File: config.mk
export PLATFORM = sky130hd
export DESIGN_NAME = rc4_datapath
export DESIGN_NICKNAME = d
export VERILOG_FILES = /design/src/rc4_pkg.sv /design/src/rc4_datapath.sv
export SDC_FILE = /design/constraint.sdc
export NUM_CORES = 2
export LEC_CHECK = 0
export ABC_CLOCK_PERIOD_IN_PS = 13300
export BUFFER_PORTS_ARGS = -buffer_cell sky130_fd_sc_hd__buf_2
export CAP_MARGIN = 25
export CORE_ASPECT_RATIO = 1.25
export CORE_UTILIZATION = 63
export CTS_BUF_LIST = sky130_fd_sc_hd__clkbuf_16
export DETAILED_ROUTE_END_ITERATION = 7
export PLACE_DENSITY = 0.79
export SYNTH_ARGS = -nofsm -noshare
export SYNTH_HDL_FRONTEND = slang
export SYNTH_SLANG_ARGS = --single-unit
File: constraint.sdc
create_clock -name clk -period 13.3 [get_ports clk]
set_clock_uncertainty 0.15 [all_clocks]
set_input_delay 1.995 -clock clk [delete_from_list [all_inputs] [get_ports clk]]
set_output_delay 1.995 -clock clk [all_outputs]
set_load 0.02 [all_outputs]
File: src/rc4_pkg.sv
`timescale 1ns / 1ps

package rc4_pkg;

  localparam int KEY_MAX_BYTES = 256;
  localparam int KEY_AW        = (KEY_MAX_BYTES > 1) ? $clog2(KEY_MAX_BYTES) : 1;
  localparam int KEY_LEN_W     = 9;
  localparam int SBOX_DEPTH    = 256;

  localparam logic [KEY_LEN_W-1:0] KEY_LEN_RESET = KEY_LEN_W'(1);
  localparam logic [KEY_LEN_W-1:0] KEY_MAX_LEN   = KEY_LEN_W'(KEY_MAX_BYTES);

  typedef logic [7:0] byte_t;

  typedef enum logic [1:0] {
    OP_LOAD_KEY  = 2'd0,
    OP_SCHEDULE  = 2'd1,
    OP_DECIPHER  = 2'd2
  } opcode_t;

  // datapath commands, one step of the sequencer each
  typedef struct packed {
    logic key_wr;
    logic capture;
    logic sb_clear;
    logic ks_rd;
    logic ks_jrd;
    logic ks_w1;
    logic ks_w2;
    logic dc_rd;
    logic dc_jrd;
    logic dc_w1;
    logic dc_w2;
  } cmd_t;

  typedef struct packed {
    logic ks_last;
    logic out_free;
  } status_t;

  // ascii hex character to nibble, modulo 256
  function automatic byte_t hex_nibble(input byte_t ch);
    byte_t res;
    if (ch >= 8'd48 && ch <= 8'd57) begin
      res = ch - 8'd48;
    end else begin
      res = ch - 8'd87;
    end
    return res;
  endfunction

endpackage

File: src/rc4_datapath.sv
`timescale 1ns / 1ps

module rc4_datapath (
  input  logic                          clk,
  input  logic                          rst_n,
  input  rc4_pkg::cmd_t                 cmd,
  input  logic [7:0]                    key_index,
  input  logic [7:0]                    key_byte,
  input  logic [7:0]                    hex_high_char,
  input  logic [7:0]                    hex_low_char,
  input  logic                          cfg_we,
  input  logic [rc4_pkg::KEY_LEN_W-1:0] cfg_wdata,
  input  logic                          out_ready,
  output logic                          out_valid,
  output logic [7:0]                    plain_byte,
  output rc4_pkg::status_t              status
);
  import rc4_pkg::*;

  logic [KEY_LEN_W-1:0] key_len_r;
  logic [KEY_LEN_W-1:0] len_eff;
  logic [KEY_LEN_W-1:0] k_plus;
  logic [KEY_AW-1:0]    k_r;
  byte_t                i_r, j_r, n_r, jj_r;
  byte_t                si_r, sj_r, t_r, cbyte_r, plain_r;
  logic                 out_valid_r;

  // sbox store with per-entry valid bits, invalid entries read as identity
  byte_t                sb_mem [SBOX_DEPTH];
  logic [SBOX_DEPTH-1:0] sb_vld_r;
  byte_t                sb_q, sb_raddr_q;
  logic                 sb_vld_q;
  byte_t                sb_rdata;
  logic                 sb_re, sb_we;
  byte_t                sb_raddr, sb_waddr, sb_wdata;

  byte_t                key_mem [KEY_MAX_BYTES];
  byte_t                key_q;
  logic                 key_in_range;

  byte_t                jj_sum, j_sum, ks;
  byte_t                hi_nib, lo_nib;

  assign sb_rdata = sb_vld_q ? sb_q : sb_raddr_q;
  assign jj_sum   = jj_r + sb_rdata + key_q;
  assign j_sum    = j_r + sb_rdata;
  assign ks       = (t_r == j_r) ? si_r : ((t_r == i_r) ? sj_r : sb_rdata);

  assign hi_nib   = hex_nibble(hex_high_char);
  assign lo_nib   = hex_nibble(hex_low_char);

  assign len_eff = (key_len_r == '0) ? KEY_LEN_W'(1) :
                   ((key_len_r > KEY_MAX_LEN) ? KEY_MAX_LEN : key_len_r);
  assign k_plus  = KEY_LEN_W'(k_r) + KEY_LEN_W'(1);

  assign key_in_range = KEY_LEN_W'(key_index) < KEY_MAX_LEN;

  always_comb begin
    sb_re    = 1'b0;
    sb_raddr = n_r;
    sb_we    = 1'b0;
    sb_waddr = n_r;
    sb_wdata = sb_rdata;
    priority if (cmd.ks_rd) begin
      sb_re    = 1'b1;
      sb_raddr = n_r;
    end else if (cmd.ks_jrd) begin
      sb_re    = 1'b1;
      sb_raddr = jj_sum;
    end else if (cmd.ks_w1) begin
      sb_we    = 1'b1;
      sb_waddr = n_r;
      sb_wdata = sb_rdata;
    end else if (cmd.ks_w2) begin
      sb_we    = 1'b1;
      sb_waddr = jj_r;
      sb_wdata = si_r;
    end else if (cmd.dc_rd) begin
      sb_re    = 1'b1;
      sb_raddr = i_r + 8'd1;
    end else if (cmd.dc_jrd) begin
      sb_re    = 1'b1;
      sb_raddr = j_sum;
    end else if (cmd.dc_w1) begin
      sb_we    = 1'b1;
      sb_waddr = i_r;
      sb_wdata = sb_rdata;
      sb_re    = 1'b1;
      sb_raddr = si_r + sb_rdata;
    end else if (cmd.dc_w2) begin
      sb_we    = 1'b1;
      sb_waddr = j_r;
      sb_wdata = si_r;
    end else begin
      sb_re    = 1'b0;
    end
  end

  always_ff @(posedge clk) begin
    if (sb_we) begin
      sb_mem[sb_waddr] <= sb_wdata;
    end
    if (sb_re) begin
      sb_q       <= sb_mem[sb_raddr];
      sb_raddr_q <= sb_raddr;
    end
  end

  always_ff @(posedge clk) begin
    if (!rst_n) begin
      sb_vld_r <= '0;
      sb_vld_q <= 1'b0;
    end else begin
      if (sb_re) begin
        sb_vld_q <= sb_vld_r[sb_raddr];
      end
      if (cmd.sb_clear) begin
        sb_vld_r <= '0;
      end else if (sb_we) begin
        sb_vld_r[sb_waddr] <= 1'b1;
      end
    end
  end

  always_ff @(posedge clk) begin
    if (cmd.key_wr && key_in_range) begin
      key_mem[key_index[KEY_AW-1:0]] <= key_byte;
    end
    if (cmd.ks_rd) begin
      key_q <= key_mem[k_r];
    end
  end

  always_ff @(posedge clk) begin
    if (!rst_n) begin
      key_len_r   <= KEY_LEN_RESET;
      i_r         <= '0;
      j_r         <= '0;
      n_r         <= '0;
      jj_r        <= '0;
      k_r         <= '0;
      out_valid_r <= 1'b0;
    end else begin
      if (cfg_we) begin
        key_len_r <= cfg_wdata;
      end
      if (cmd.sb_clear) begin
        i_r  <= '0;
        j_r  <= '0;
        n_r  <= '0;
        jj_r <= '0;
        k_r  <= '0;
      end
      if (cmd.ks_jrd) begin
        jj_r <= jj_sum;
      end
      if (cmd.ks_w2) begin
        n_r <= n_r + 8'd1;
        k_r <= (k_plus >= len_eff) ? '0 : k_plus[KEY_AW-1:0];
      end
      if (cmd.dc_rd) begin
        i_r <= i_r + 8'd1;
      end
      if (cmd.dc_jrd) begin
        j_r <= j_sum;
      end
      if (cmd.dc_w2) begin
        out_valid_r <= 1'b1;
      end else if (out_ready) begin
        out_valid_r <= 1'b0;
      end
    end
  end

  always_ff @(posedge clk) begin
    if (cmd.capture) begin
      cbyte_r <= {hi_nib[3:0], 4'h0} + lo_nib;
    end
    if (cmd.ks_jrd || cmd.dc_jrd) begin
      si_r <= sb_rdata;
    end
    if (cmd.dc_w1) begin
      sj_r <= sb_rdata;
      t_r  <= si_r + sb_rdata;
    end
    if (cmd.dc_w2) begin
      plain_r <= cbyte_r ^ ks;
    end
  end

  assign status     = '{ks_last: (n_r == 8'hFF), out_free: (!out_valid_r || out_ready)};
  assign out_valid  = out_valid_r;
  assign plain_byte = plain_r;

endmodule

==> flow_summary.toml <==
[floorplan]
core_um2 = 280000
dieArea_um2 = 285000
die_w_um = 478
start_util = 0.635
io_pins = 67
dieHeight_um = 597
num_rows = 217

[synth]
synth_xor_area_frac = 0.00308
synth_edf_count = 4160
synth_area_leaders = "edfxtp_1, mux4_2, nand2_1"
synth_cell_types = 66
synth_area_um2 = 178000
synth_common_cells = "edfxtp_1, nand2_1, mux4_2"
synth_top_family_by_area = "multiplexers"
ys_warn_count = 0
syn_avg_cell_area_um2 = 15.9
synthArstFlopShare = 0
yosysTopAreaCell = "edfxtp_1"
synth-simple-area-share = 0.0901
synth_top_flop_cell = "edfxtp_1"
yosysMostFrequentCell = "edfxtp_1"
synth_top_area_frac = 0.701
syn_inst = 11200
synth_compound_area_frac = 0.0505
synth-adder-area-share = 0.00440
synth_nets = 11300
ys_ff_latch = 4467
yosysSeqAreaShare = 0.735
synthMuxAreaShare = 0.0970

[timing]
rsz0062_at_grt = "no"
setup_ws_ns = 4.85
tightestPinTransition_ns = 1.22
setup-tns-final_ns = 0
min_period_ns = 8.45
period_share = 0.635
timing_hold_violations_final = 0
max_freq_mhz = 118
finalSetupViolCount = 0
slew_headroom = 0.184
drv_slew = 0

[final_layout]
seq_area_um2 = 131000
nets = 11200
n_fill_cell = 16400
stdcell_count = 15200
syn2layout_area_growth_pct = 9.50
multi_input_area_um2 = 43900
drive_gt1_frac = 0.136

[power_and_ir_drop]
power_frac_seq = 0.473
internal_power_w = 0.0247
netSwitchingPower_w = 0.0104
power.share.clock = 0.336
leakagePower_nw = 63.1
switching_share = 0.296
comb_power_share = 0.191
powerDensity_nw_per_um2 = 180
ir_drop_mv = 0.208

[global_route]
grt-ovfl-total = 0
antenna_found_initial = 15
grt_pass1_wl_um = 705000
grt_pass1_vias = 104000
grt_max_degree = 200
globalRouteTotalUtil = 0.337

[drt]
initialDrtViolationCount = 16700
routedWlPerCell_um = 31.9
vias_per_cell = 6.92
dr.pass1.iters = 7
ant_nets = 0
drcViolationCount = 0
wl_um = 484000
vias = 105000

[cts]
cts_hold_buffers = 0
clkTransAtPathRegs_ns = 0.06
cts-root-buf = "clkbuf_16"
clk_latency_ns = 0.96
clkSinkCount = 4467
htreeDepth = 5
cts_resized = 0
cts_buffer_depth = 4
post-cts-setup-buffer-count = 0
cts_buffers = 410
cts_tree = "built"

[setup_path]
critPathKind = "flip-flop to flip-flop"
critPathTopFamily = "buffers and inverters"
cp-end-kind = "flip-flop"
cp_max_fo = 199
r2r_slack_ns = 4.85
critical_path_buf_inv_count = 4
cp_slowest_cell = "dfxtp_1"
cp.arrival_ns = 9.13
worstPathCellList = "mux2_2 > fa_1 > ha_1 > fa_1 > nor2_1 > a311o_2 > buf_12 > buf_4 > buf_12 > buf_4 > nand2_1 > and3_1 > a311oi_1 > a311oi_1 > or3_1 > a21oi_1 > o32a_1 > or3_1"
startpoint_type = "flip-flop"
slowest_delay_ns = 0.79
critPathRequiredTime_ns = 13.98

[placement]
numPortBuffers = 66
pre_cts_ws_ns = 4.77
place_congestion = 0.916
dpl.cell_count = 14400
dp_hpwl_um = 260000

[min_path]
hp-class = "flip-flop to flip-flop"

[flow_run]
cap_violations = 0

[outcome]
status = "finished clean"
worst paths after layout:
check                                   from                          to  cells past startpoint
setup reg to reg       sb_vld_q$_SDFFE_PN0P_           sb_q[6]$_DFFE_PP_                     18
setup / recovery       sb_vld_q$_SDFFE_PN0P_           sb_q[6]$_DFFE_PP_                     18
hold reg to reg   sb_vld_r[217]$_SDFFE_PP0P_  sb_vld_r[217]$_SDFFE_PP0P_                      1
hold / removal    sb_vld_r[217]$_SDFFE_PP0P_  sb_vld_r[217]$_SDFFE_PP0P_                      1
registers in the layout, indices dropped and copies added (netlist names):
name	cells
j_r	8
out_valid	1
n_r	8
i_r	8
t_r	8
plain_byte	8
sb_q	8
key_mem	2048
key_q	8
sb_vld_r	256
si_r	8
sb_mem	2048
cbyte_r	8
jj_r	8
sb_vld_q	1
sb_raddr_q	8
sj_r	8
key_len_r	9
k_r	8
power by group through the flow:
stage | clock network [W] | registers [W] | logic, W
global placement | 0 | 0.0169 | 0.00627
detailed placement | 0 | 0.0169 | 0.00644
CTS | 0.0118 | 0.0166 | 0.00652
finish | 0.0118 | 0.0166 | 0.00671
floorplan | 0 | 0.0170 | 0.00391
global route | 0.0123 | 0.0166 | 0.00695
cell usage in the layout, fill, tap and decap left out, drive strengths merged, types with 11 or more instances in the layout:
master	Yosys	routed
a211oi	32	32
a21o	23	23
a21oi	207	207
a22oi	11	11
a311o	14	14
a311oi	453	453
a31oi	44	44
and3	292	292
buf	339	226
bufinv	0	39
clkbuf	425	431
clkinv	1	168
clkinvlp	0	12
dfxtp	307	307
diode	0	11
edfxtp	4160	4160
fa	11	11
ha	45	45
inv	31	145
mux2	19	19
mux2i	135	135
mux4	698	698
nand2	2173	2173
nand3	547	547
nor2	591	591
nor2b	16	16
nor3	44	44
o211ai	27	27
o21a	263	263
o21ai	54	54
o22ai	18	18
o311a	16	16
or3	56	56
xnor2	31	31
xor2	29	29
through the flow:
step           utilization  power, W  hold slack [ns]  instance area, um^2
6_report             0.696    0.0351            0.309               195000
5_1_grt              0.696    0.0358            0.321               195000
4_1_cts              0.694    0.0349            0.310               195000
3_5_place_dp         0.647    0.0233            0.295               182000
3_3_place_gp         0.647    0.0231            0.288               181000
2_1_floorplan            -    0.0209            0.283               178000
cell families after synthesis:
| logic type | after synthesis |
|---|---|
| buffers and inverters | 796 |
| flip-flops | 4467 |
| adder cells (fa/ha/maj) | 56 |
| AND/OR/NAND/NOR | 3784 |
| AO/OA/AOI/OAI | 1204 |
| XOR/XNOR | 61 |
| multiplexers | 852 |
cell type report:
class | instances | area share
clock buffers | 422 | 0.0541
diodes | 11 | 0.000141
repair buffers | 236 | 0.0114
inverters | 32 | 0.000731
well taps | 3723 | 0.0239
multi-input cells | 5957 | 0.225
clock inverters | 332 | 0.0132
flip-flops and latches | 4467 | 0.672
metal layers:
layer | vias to the layer above | routed length, um | global-route usage
met5 | - | 103 | 0
met4 | 12 | 34400 | 0.201
met3 | 1500 | 48000 | 0.0523
met2 | 7622 | 240000 | 0.559
met1 | 52900 | 161000 | 0.424
li1 | 43000 | - | -
Note: power is estimated with default switching activity, not from simulation.
