### config.mk
export PLATFORM = sky130hd
export DESIGN_NAME = rc4_ctrl
export DESIGN_NICKNAME = d
export VERILOG_FILES = /design/src/rc4_pkg.sv /design/src/rc4_ctrl.sv
export SDC_FILE = /design/constraint.sdc
export NUM_CORES = 1
export LEC_CHECK = 0
export CAP_MARGIN = 25
export CORE_AREA = 4 4 41 43
export CTS_CLUSTER_SIZE = 8
export DETAILED_ROUTE_END_ITERATION = 12
export DIE_AREA = 0 0 45 47
export DONT_BUFFER_PORTS = 1
export PLACE_DENSITY = 0.46
export RECOVER_POWER = 50
export SYNTH_ARGS = -nofsm -noshare
export SYNTH_HDL_FRONTEND = slang
export SYNTH_SLANG_ARGS = --single-unit
### constraint.sdc
create_clock -name clk -period 2.8 [get_ports clk]
set_input_delay 0.42 -clock clk [delete_from_list [all_inputs] [get_ports clk]]
set_output_delay 0.42 -clock clk [all_outputs]
set_load 0.03 [all_outputs]
### src/rc4_pkg.sv
`timescale 1ns / 1ps

package rc4_pkg;

  localparam int KEY_MAX_BYTES = 256;
  localparam int KEY_AW        = (KEY_MAX_BYTES > 1) ? $clog2(KEY_MAX_BYTES) : 1;
  localparam int KEY_LEN_W     = 9;
  localparam int SBOX_DEPTH    = 256;

  localparam logic [KEY_LEN_W-1:0] KEY_LEN_RESET = KEY_LEN_W'(1);
  localparam logic [KEY_LEN_W-1:0] KEY_MAX_LEN   = KEY_LEN_W'(KEY_MAX_BYTES);

  typedef logic [7:0] byte_t;

  typedef enum logic [1:0] {
    OP_LOAD_KEY  = 2'd0,
    OP_SCHEDULE  = 2'd1,
    OP_DECIPHER  = 2'd2
  } opcode_t;

  // datapath commands, one step of the sequencer each
  typedef struct packed {
    logic key_wr;
    logic capture;
    logic sb_clear;
    logic ks_rd;
    logic ks_jrd;
    logic ks_w1;
    logic ks_w2;
    logic dc_rd;
    logic dc_jrd;
    logic dc_w1;
    logic dc_w2;
  } cmd_t;

  typedef struct packed {
    logic ks_last;
    logic out_free;
  } status_t;

  // ascii hex character to nibble, modulo 256
  function automatic byte_t hex_nibble(input byte_t ch);
    byte_t res;
    if (ch >= 8'd48 && ch <= 8'd57) begin
      res = ch - 8'd48;
    end else begin
      res = ch - 8'd87;
    end
    return res;
  endfunction

endpackage

### src/rc4_ctrl.sv
`timescale 1ns / 1ps

module rc4_ctrl (
  input  logic             clk,
  input  logic             rst_n,
  input  logic             in_valid,
  input  logic [1:0]       in_opcode,
  input  rc4_pkg::status_t status,
  output logic             in_ready,
  output rc4_pkg::cmd_t    cmd
);
  import rc4_pkg::*;

  typedef enum logic [3:0] {
    ST_IDLE,
    ST_KS_CLR,
    ST_KS_RD,
    ST_KS_J,
    ST_KS_W1,
    ST_KS_W2,
    ST_DC_RD,
    ST_DC_J,
    ST_DC_W1,
    ST_DC_W2
  } state_t;

  state_t state_r;
  logic   fire;

  assign in_ready = (state_r == ST_IDLE);
  assign fire     = in_valid && in_ready;

  always_comb begin
    cmd = '0;
    unique case (state_r)
      ST_IDLE: begin
        if (fire) begin
          cmd.key_wr  = (in_opcode == OP_LOAD_KEY);
          cmd.capture = (in_opcode == OP_DECIPHER);
        end
      end
      ST_KS_CLR: cmd.sb_clear = 1'b1;
      ST_KS_RD:  cmd.ks_rd    = 1'b1;
      ST_KS_J:   cmd.ks_jrd   = 1'b1;
      ST_KS_W1:  cmd.ks_w1    = 1'b1;
      ST_KS_W2:  cmd.ks_w2    = 1'b1;
      ST_DC_RD:  cmd.dc_rd    = 1'b1;
      ST_DC_J:   cmd.dc_jrd   = 1'b1;
      ST_DC_W1:  cmd.dc_w1    = 1'b1;
      ST_DC_W2:  cmd.dc_w2    = status.out_free;
      default:   cmd = '0;
    endcase
  end

  always_ff @(posedge clk) begin
    if (!rst_n) begin
      state_r <= ST_IDLE;
    end else begin
      unique case (state_r)
        ST_IDLE: begin
          if (fire) begin
            case (in_opcode)
              OP_SCHEDULE: state_r <= ST_KS_CLR;
              OP_DECIPHER: state_r <= ST_DC_RD;
              default:     state_r <= ST_IDLE;
            endcase
          end
        end
        ST_KS_CLR: state_r <= ST_KS_RD;
        ST_KS_RD:  state_r <= ST_KS_J;
        ST_KS_J:   state_r <= ST_KS_W1;
        ST_KS_W1:  state_r <= ST_KS_W2;
        ST_KS_W2:  state_r <= status.ks_last ? ST_IDLE : ST_KS_RD;
        ST_DC_RD:  state_r <= ST_DC_J;
        ST_DC_J:   state_r <= ST_DC_W1;
        ST_DC_W1:  state_r <= ST_DC_W2;
        ST_DC_W2: begin
          if (status.out_free) begin
            state_r <= ST_IDLE;
          end
        end
        default:   state_r <= ST_IDLE;
      endcase
    end
  end

endmodule

==> results of run 1 <==
-- layout make-up --
| type | count | share of cell area, % |
|---|---|---|
| Clock buffer | 3 | 5.57 |
| Inverter | 3 | 2.79 |
| Multi-Input combinational cell | 36 | 59.8 |
| Sequential cell | 4 | 19.8 |
| Tap cell | 15 | 4.64 |
| Timing Repair Buffer | 6 | 7.43 |
-- per-layer routing --
layer / track usage (%) / routed length [um]
met5: 0 / 0
met4: 8.77 / 0
met3: 0 / 111
met2: 13.8 / 426
met1: 11.4 / 384
-- placed cells by master (no fill, tap or decap) --
cell type,n
sky130_fd_sc_hd__o21ba_1,1
sky130_fd_sc_hd__nand4b_1,1
sky130_fd_sc_hd__clkbuf_4,3
sky130_fd_sc_hd__nor4b_2,1
sky130_fd_sc_hd__nand2b_1,2
sky130_fd_sc_hd__nor3_1,5
sky130_fd_sc_hd__a2111oi_0,1
sky130_fd_sc_hd__buf_4,2
sky130_fd_sc_hd__mux2i_1,1
sky130_fd_sc_hd__nor3_2,1
sky130_fd_sc_hd__and2_1,1
sky130_fd_sc_hd__or2b_1,1
sky130_fd_sc_hd__and3_1,1
sky130_fd_sc_hd__a21oi_1,2
sky130_fd_sc_hd__o31ai_4,1
sky130_fd_sc_hd__inv_1,3
sky130_fd_sc_hd__o211ai_1,1
sky130_fd_sc_hd__o221a_2,1
sky130_fd_sc_hd__clkbuf_1,4
sky130_fd_sc_hd__a211oi_1,1
sky130_fd_sc_hd__nor2_1,7
sky130_fd_sc_hd__or4_1,1
sky130_fd_sc_hd__nand2_1,4
sky130_fd_sc_hd__o41ai_1,1
sky130_fd_sc_hd__dfxtp_1,4
sky130_fd_sc_hd__nor2b_1,1
-- per-stage QoR --
step | area [um^2] | instances
2_1_floorplan | 374 | 47
3_3_place_gp | 405 | 64
3_5_place_dp | 405 | 64
4_1_cts | 428 | 67
5_1_grt | 404 | 67
6_report | 404 | 67
-- worst max path at each step --
| stage | endpoint | slack (ns) | cells past startpoint |
|---|---|---|---|
| final | cmd[9] | 0.47 | 3 |
| after global routing | cmd[9] | 0.35 | 3 |
| after CTS | cmd[9] | 0.54 | 3 |
| after detailed placement | cmd[9] | 0.80 | 3 |
| after global placement | cmd[9] | 0.85 | 3 |
| after floorplan | cmd[10] | 0.84 | 2 |
-- worst register-to-register path: stages, from the launching register on --
cell and delay [ns]:
sky130_fd_sc_hd__dfxtp_1 0.60, sky130_fd_sc_hd__nand2_1 0.19, sky130_fd_sc_hd__nor2_1 0.56, sky130_fd_sc_hd__o221a_2 0.31
-- kinds of logic (layout without fill, tap and decap cells) --
family	count (synthesis)	in the layout	share of synthesized area [%]
buffers and inverters	7	12	11.7
DFF	4	4	21.4
AOI/OAI and AO/OA	9	9	24.1
muxes	1	1	2.68
and+or+nand+nor	26	26	40.1
-- report_power, final --
group / leakage [uW] / switching (uW) / internal, uW
Clock: 0.0000138 / 24.6 / 48.0
Combinational: 0.000107 / 42.6 / 19.5
Sequential: 0.0000326 / 13.9 / 61.6
==> tab_implementation.tex, run 1 <==
\begin{tabular}{lr}
\hline
Metric & Value \\
\hline
\multicolumn{2}{l}{\textbf{Outcome}} \\
\quad Status & finished, final reports clean \\
\multicolumn{2}{l}{\textbf{GRT}} \\
\quad Total congestion overflow after global routing & 0 \\
\quad Number of antenna violations at the first check in global routing & 0 \\
\quad Total routing resource utilization after global routing & 9.01\% \\
\quad Number of global-route vias before repair & 337 \\
\quad Largest net degree at the start of global routing & 13 \\
\quad Wire length of the first global-routing pass & 1380 um \\
\multicolumn{2}{l}{\textbf{Timing}} \\
\quad Worst relative slew slack & 56.6\% \\
\quad Post-route fraction of the period consumed by the critical path & 83.1\% \\
\quad Worst Clk Skew & 0.00510 ns \\
\quad Accumulated negative setup slack & 0 ns \\
\quad Pin slew with the least headroom to its limit & 0.649 ns \\
\quad Number of failing setup endpoints in the final timing report & 0 \\
\quad RSZ-0062 raised after global routing & no \\
\quad Time the worst path needs with I/O delays and setup & 2.33 ns \\
\quad Final hold violations & 0 \\
\quad Setup ws final & 0.474 ns \\
\quad Hold\_ws & 0.335 ns \\
\quad Final Max Tran Viols & 0 \\
\quad Maximum achievable frequency & 430 MHz \\
\multicolumn{2}{l}{\textbf{Route}} \\
\quad Detailed-route wire length & 921 um \\
\quad Via count & 369 \\
\quad Per-cell via count in the routed design & 5.51 \\
\quad WL/cell & 13.7 um \\
\quad Pre-Repair DR Iteration Count & 4 \\
\quad Final ANT Viol Nets & 0 \\
\quad DRC errors left & 0 \\
\quad Count of routing violations after the opening detailed-route iteration & 8 \\
\multicolumn{2}{l}{\textbf{Setup path}} \\
\quad Cell breakdown of the critical path & or4\_1 > nor3\_2 > and2\_1 \\
\quad Number of buffer and inverter stages on the critical path & 0 \\
\quad Worst endpoint required time & 2.38 ns \\
\quad Worst r2r path cells & 3 \\
\quad Worst reg2reg setup slack & 1.07 ns \\
\quad Category of the most critical setup path & flop to output port \\
\quad Startpoint of the worst-slack reg-to-reg timing path & state\_r[2] \\
\quad Cell family with most CP delay & simple AND/OR/NAND/NOR gates \\
\quad Arrival @ worst endpoint & 1.91 ns \\
\quad Crit-path slowest cell & sky130\_fd\_sc\_hd\_\_or4\_1 \\
\quad Critical Path Source & state\_r[0] \\
\quad Reg2reg end & state\_r[3] \\
\quad Crit-path max cell delay & 0.68 ns \\
\quad CP Capture Type & output port \\
\quad CP Max Fanout & 11 \\
\quad Worst Setup Start Kind & flop \\
\multicolumn{2}{l}{\textbf{Logic synthesis}} \\
\quad Cell area after technology mapping & 374 um\^{}2 \\
\quad Post-synthesis register bit count & 4 \\
\quad Main area contributors after synthesis & sky130\_fd\_sc\_hd\_\_dfxtp\_1 21\%, sky130\_fd\_sc\_hd\_\_nor2\_1 7.0\%, sky130\_fd\_sc\_hd\_\_nor3\_1 6.7\% \\
\quad Number of flops mapped to enable cells by yosys & 0 \\
\quad Count of different cell masters after synthesis & 25 \\
\quad Most frequent cells after synthesis & 7 x sky130\_fd\_sc\_hd\_\_nor2\_1, 5 x sky130\_fd\_sc\_hd\_\_nor3\_1, 4 x sky130\_fd\_sc\_hd\_\_dfxtp\_1, 4 x sky130\_fd\_sc\_hd\_\_nand2\_1, 3 x sky130\_fd\_sc\_hd\_\_inv\_1 \\
\quad Primary FF master, synth & sky130\_fd\_sc\_hd\_\_dfxtp\_1 \\
\quad Share of the yosys chip area belonging to registers & 21.4\% \\
\quad Post-Syn Area per Cell & 7.96 um\^{}2 \\
\quad Cells after synthesis & 47 \\
\quad Cell type contributing the most total cell area after synthesis & sky130\_fd\_sc\_hd\_\_dfxtp\_1 \\
\quad Count leader, synth & sky130\_fd\_sc\_hd\_\_nor2\_1 \\
\quad Net count after synthesis & 54 \\
\quad Ys Warns & 0 \\
\quad Share of flip-flops with an asynchronous set or reset & 0\% \\
\quad Area fraction of the dominant cell type after synthesis & 21.4\% \\
\multicolumn{2}{l}{\textbf{Pwr}} \\
\quad Maximum ir drop on the vdd rail & 0.136 mV \\
\quad Leakage Power & 0.000153 uW \\
\quad PwrDens & 520 mW/mm\^{}2 \\
\quad Overall power consumption & 210 uW \\
\multicolumn{2}{l}{\textbf{Die}} \\
\quad Core Region & 0.00130 mm\^{}2 \\
\quad Height of the die & 47 um \\
\quad Initial Utilization & 28.8\% \\
\quad Number of placed I/O pins & 19 \\
\quad Area of the die & 0.00212 mm\^{}2 \\
\quad Placement Rows & 13 \\
\quad Die Span X & 45 um \\
\multicolumn{2}{l}{\textbf{Place}} \\
\quad Detailed placement HPWL & 652 um \\
\quad Number of buffers inserted by port buffering & 0 \\
\quad Pre-CTS worst setup slack & 0.799 ns \\
\quad Routability congestion estimate from global placement & 0.713 \\
\multicolumn{2}{l}{\textbf{Cells and area}} \\
\quad Max FFs per register & 4 \\
\quad Final design utilization & 31.1\% \\
\quad Combined area of the multi-input logic cells & 241 um\^{}2 \\
\quad Storage cell area & 80.1 um\^{}2 \\
\quad Share of post-route cells with drive strength above 1 & 17.3\% \\
\quad Register name with the most flops & state\_r \\
\quad Count of nets after finishing & 61 \\
\quad Area added between synthesis and finish & 8.03\% \\
\quad Fill cells & 153 \\
\quad \# diodes & 0 \\
\quad Leading registers by flop count & state\_r: 4 flops \\
\multicolumn{2}{l}{\textbf{Clock tree}} \\
\quad Post\_cts resized & 0 \\
\quad Hold buffer count at CTS & 0 \\
\quad CTS max path bufs & 2 \\
\quad TritonCTS buffer count & 3 \\
\quad Clock tree from TritonCTS & built \\
\quad H-tree levels & 1 \\
\quad Clock latency on the worst-skew pair & 0.24 ns \\
\quad Clk slew on worst S/H paths & 0.04 ns \\
\quad Buffer count from post-CTS setup fixing & 0 \\
\quad Clk sink count & 4 \\
\quad Clock Root Buffer & sky130\_fd\_sc\_hd\_\_clkbuf\_4 \\
\multicolumn{2}{l}{\textbf{Hold path}} \\
\quad HP Start & rst\_n \\
\quad Worst hold path class & input port to flop \\
\quad Destination of the worst hold path & state\_r[3] \\
\quad Hold path depth & 1 \\
\multicolumn{2}{l}{\textbf{Run}} \\
\quad Max-cap violations & 0 \\
\hline
\end{tabular}
Note: power is estimated with default switching activity, not from simulation.
==> run 2: changes to the inputs <==
==> constraint.sdc (replaced) <==
create_clock -name clk -period 2.3 [get_ports clk]
set_input_delay 0.345 -clock clk [delete_from_list [all_inputs] [get_ports clk]]
set_output_delay 0.345 -clock clk [all_outputs]
set_load 0.03 [all_outputs]
==> run 2 against run 1 <==
Effect of this change: sequential power up 15%; first-iteration DRC count up 25%; via count down 1.1%; setup slack worse by 0.33 ns; global-route usage up 0.79 points; hold slack worse by 0.075 ns; clock power up 18%; largest cell class unchanged; sequential cell count unchanged; critical path depth unchanged.
==> tab_implementation.tex, run 2 (same netlist as run 1, synthesis figures left out) <==
\begin{tabular}{lr}
\hline
Metric & Value \\
\hline
\multicolumn{2}{l}{\textbf{Cells and area}} \\
\quad Most frequent standard cell in the layout excluding fill and tap cells & sky130\_fd\_sc\_hd\_\_nor2\_1 (unchanged) \\
\quad Leading cell types in the layout, fill and taps excluded & 7 x sky130\_fd\_sc\_hd\_\_nor2\_1, 5 x sky130\_fd\_sc\_hd\_\_nor3\_1 (was 7 x sky130\_fd\_sc\_hd\_\_nor2\_1, 5 x sky130\_fd\_sc\_hd\_\_nor3\_1, 4 x sky130\_fd\_sc\_hd\_\_nand2\_1, 4 x sky130\_fd\_sc\_hd\_\_clkbuf\_1, 4 x sky130\_fd\_sc\_hd\_\_dfxtp\_1) \\
\quad Count of nets after finishing & 63 (was 61) \\
\quad Area added between synthesis and finish & 13.0\% (was 8.03\%) \\
\quad Share of post-route cells with drive strength above 1 & 22.2\% (was 17.3\%) \\
\quad \# diodes & 0 (unchanged) \\
\quad Max FFs per register & 4 (unchanged) \\
\quad Final instance count without filler cells & 69 (was 67) \\
\quad Leading registers by flop count & state\_r: 4 flops (unchanged) \\
\quad Post-route cell area & 423 um\^{}2 (was 404 um\^{}2) \\
\quad Register name with the most flops & state\_r (unchanged) \\
\multicolumn{2}{l}{\textbf{Timing}} \\
\quad Time the worst path needs with I/O delays and setup & 2.15 ns \\
\quad Setup ws final & 0.145 ns (was 0.474 ns) \\
\quad Worst relative slew slack & 63.3\% (was 56.6\%) \\
\quad Hold\_ws & 0.259 ns (was 0.335 ns) \\
\quad Number of failing setup endpoints in the final timing report & 0 (unchanged) \\
\quad RSZ-0062 raised after global routing & no (unchanged) \\
\quad Pin slew with the least headroom to its limit & 0.549 ns (was 0.649 ns) \\
\quad Final hold violations & 0 (unchanged) \\
\quad Post-route fraction of the period consumed by the critical path & 93.7\% \\
\quad Worst Clk Skew & 0.00109 ns (was 0.00510 ns) \\
\quad Maximum achievable frequency & 464 MHz \\
\quad Accumulated negative setup slack & 0 ns (unchanged) \\
\quad Final Max Tran Viols & 0 (unchanged) \\
\multicolumn{2}{l}{\textbf{Clock tree}} \\
\quad Clock tree from TritonCTS & built (unchanged) \\
\quad Clock latency on the worst-skew pair & 0.23 ns (was 0.24 ns) \\
\quad Post\_cts resized & 0 (unchanged) \\
\quad Clk sink count & 4 (unchanged) \\
\quad Buffer count from post-CTS setup fixing & 0 (unchanged) \\
\quad Clk slew on worst S/H paths & 0.04 ns (about the same) \\
\quad Clock Root Buffer & sky130\_fd\_sc\_hd\_\_clkbuf\_4 (unchanged) \\
\quad CTS max path bufs & 2 (unchanged) \\
\quad Hold buffer count at CTS & 0 (unchanged) \\
\quad TritonCTS buffer count & 3 (unchanged) \\
\quad H-tree levels & 1 (unchanged) \\
\multicolumn{2}{l}{\textbf{Route}} \\
\quad Detailed-route wire length & 936 um (was 921 um) \\
\quad WL/cell & 13.6 um (was 13.7 um) \\
\quad Count of routing violations after the opening detailed-route iteration & 10 (was 8) \\
\quad Per-cell via count in the routed design & 5.29 (was 5.51) \\
\quad Via count & 365 (was 369) \\
\quad Final ANT Viol Nets & 0 (unchanged) \\
\quad Pre-Repair DR Iteration Count & 4 (unchanged) \\
\quad DRC errors left & 0 (unchanged) \\
\multicolumn{2}{l}{\textbf{GRT}} \\
\quad Number of antenna violations at the first check in global routing & 0 (unchanged) \\
\quad Wire length of the first global-routing pass & 1480 um (was 1380 um) \\
\quad Total congestion overflow after global routing & 0 (unchanged) \\
\quad Largest net degree at the start of global routing & 12 (was 13) \\
\quad Number of global-route vias before repair & 348 (was 337) \\
\quad Total routing resource utilization after global routing & 9.80\% (was 9.01\%) \\
\multicolumn{2}{l}{\textbf{Outcome}} \\
\quad Status & finished, final reports clean (unchanged) \\
\multicolumn{2}{l}{\textbf{Pwr}} \\
\quad Share of total power in sequential cells & 33.5\% (was 35.9\%) \\
\quad Power share of the combinational group & 33.4\% (was 29.5\%) \\
\quad Clock Power Share & 33.0\% (was 34.5\%) \\
\quad PwrDens & 614 mW/mm\^{}2 (was 520 mW/mm\^{}2) \\
\quad Sw Share & 37.3\% (was 38.6\%) \\
\quad Maximum ir drop on the vdd rail & 0.179 mV (was 0.136 mV) \\
\quad Cell-internal power & 163 uW (was 129 uW) \\
\quad Net switching component of the power & 97.0 uW (was 81.1 uW) \\
\quad Leakage Power & 0.000163 uW (was 0.000153 uW) \\
\multicolumn{2}{l}{\textbf{Hold path}} \\
\quad Worst hold path class & input port to flop (unchanged) \\
\multicolumn{2}{l}{\textbf{Place}} \\
\quad Placed inst area & 420 um\^{}2 (was 405 um\^{}2) \\
\quad Number of instances in the placed design & 66 (was 64) \\
\quad Detailed placement HPWL & 717 um (was 652 um) \\
\quad Number of buffers inserted by port buffering & 0 (unchanged) \\
\quad Pre-CTS worst setup slack & 0.380 ns (was 0.799 ns) \\
\quad Routability congestion estimate from global placement & 0.766 (was 0.713) \\
\multicolumn{2}{l}{\textbf{Setup path}} \\
\quad CP Capture Type & output port (unchanged) \\
\quad Worst reg2reg setup slack & 0.65 ns (was 1.07 ns) \\
\quad CP Max Fanout & 11 (unchanged) \\
\quad Worst Setup Start Kind & flop (unchanged) \\
\quad Worst endpoint required time & 1.96 ns (was 2.38 ns) \\
\quad Category of the most critical setup path & flop to output port (unchanged) \\
\quad Arrival @ worst endpoint & 1.81 ns (was 1.91 ns) \\
\multicolumn{2}{l}{\textbf{Die}} \\
\quad Die Span X & 45 um (unchanged) \\
\quad Area of the die & 0.00212 mm\^{}2 (unchanged) \\
\quad Initial Utilization & 28.8\% (unchanged) \\
\quad Height of the die & 47 um (unchanged) \\
\quad Placement Rows & 13 (unchanged) \\
\quad Number of placed I/O pins & 19 (unchanged) \\
\quad Core Region & 0.00130 mm\^{}2 (unchanged) \\
\multicolumn{2}{l}{\textbf{Run}} \\
\quad Max-cap violations & 0 (unchanged) \\
\hline
\end{tabular}
run 2: worst max-delay path, stage by stage, from the launching register on:
cell,delay (ns)
sky130_fd_sc_hd__dfxtp_1,0.42
sky130_fd_sc_hd__or4_4,0.62
sky130_fd_sc_hd__nor3_2,0.19
sky130_fd_sc_hd__and2_1,0.34
run 2: through the flow:
step,util [%],total power (uW)
floorplan,-,163
global placement,32.3,180
detailed placement,32.3,180
CTS,34.0,269
global route,32.5,278
finish,32.5,260
run 2: routing by layer:
layer	up-vias	wire (um)	GRT usage, %
met2	13	412	13.3
met4	0	0	7.02
met3	0	74	2.30
met1	168	449	13.4
li1	184	-	-
met5	-	0	0
run 2: final timing paths:
kind              startpoint         end  cells after the start
setup / recovery  state_r[0]      cmd[9]                      3
hold / removal         rst_n  state_r[3]                      1
setup reg to reg  state_r[0]  state_r[1]                      3
hold reg to reg   state_r[2]  state_r[3]                      2
run 2: layout make-up:
class                   count  area [um^2]
multi-input cells          36          245
inverters                   3         11.3
repair buffers              8         45.0
flip-flops and latches      4         80.1
well taps                  15         18.8
fillers                   157          878
clock buffers               3         22.5
run 2: power by group through the flow:
stage	clock, uW	sequential, uW	combinational, uW
floorplan	0	78.4	85.0
global placement	0	87.5	92.4
detailed placement	0	88.3	91.4
CTS	90.0	87.1	91.7
global route	95.2	88.7	94.5
finish	85.8	87.1	86.7
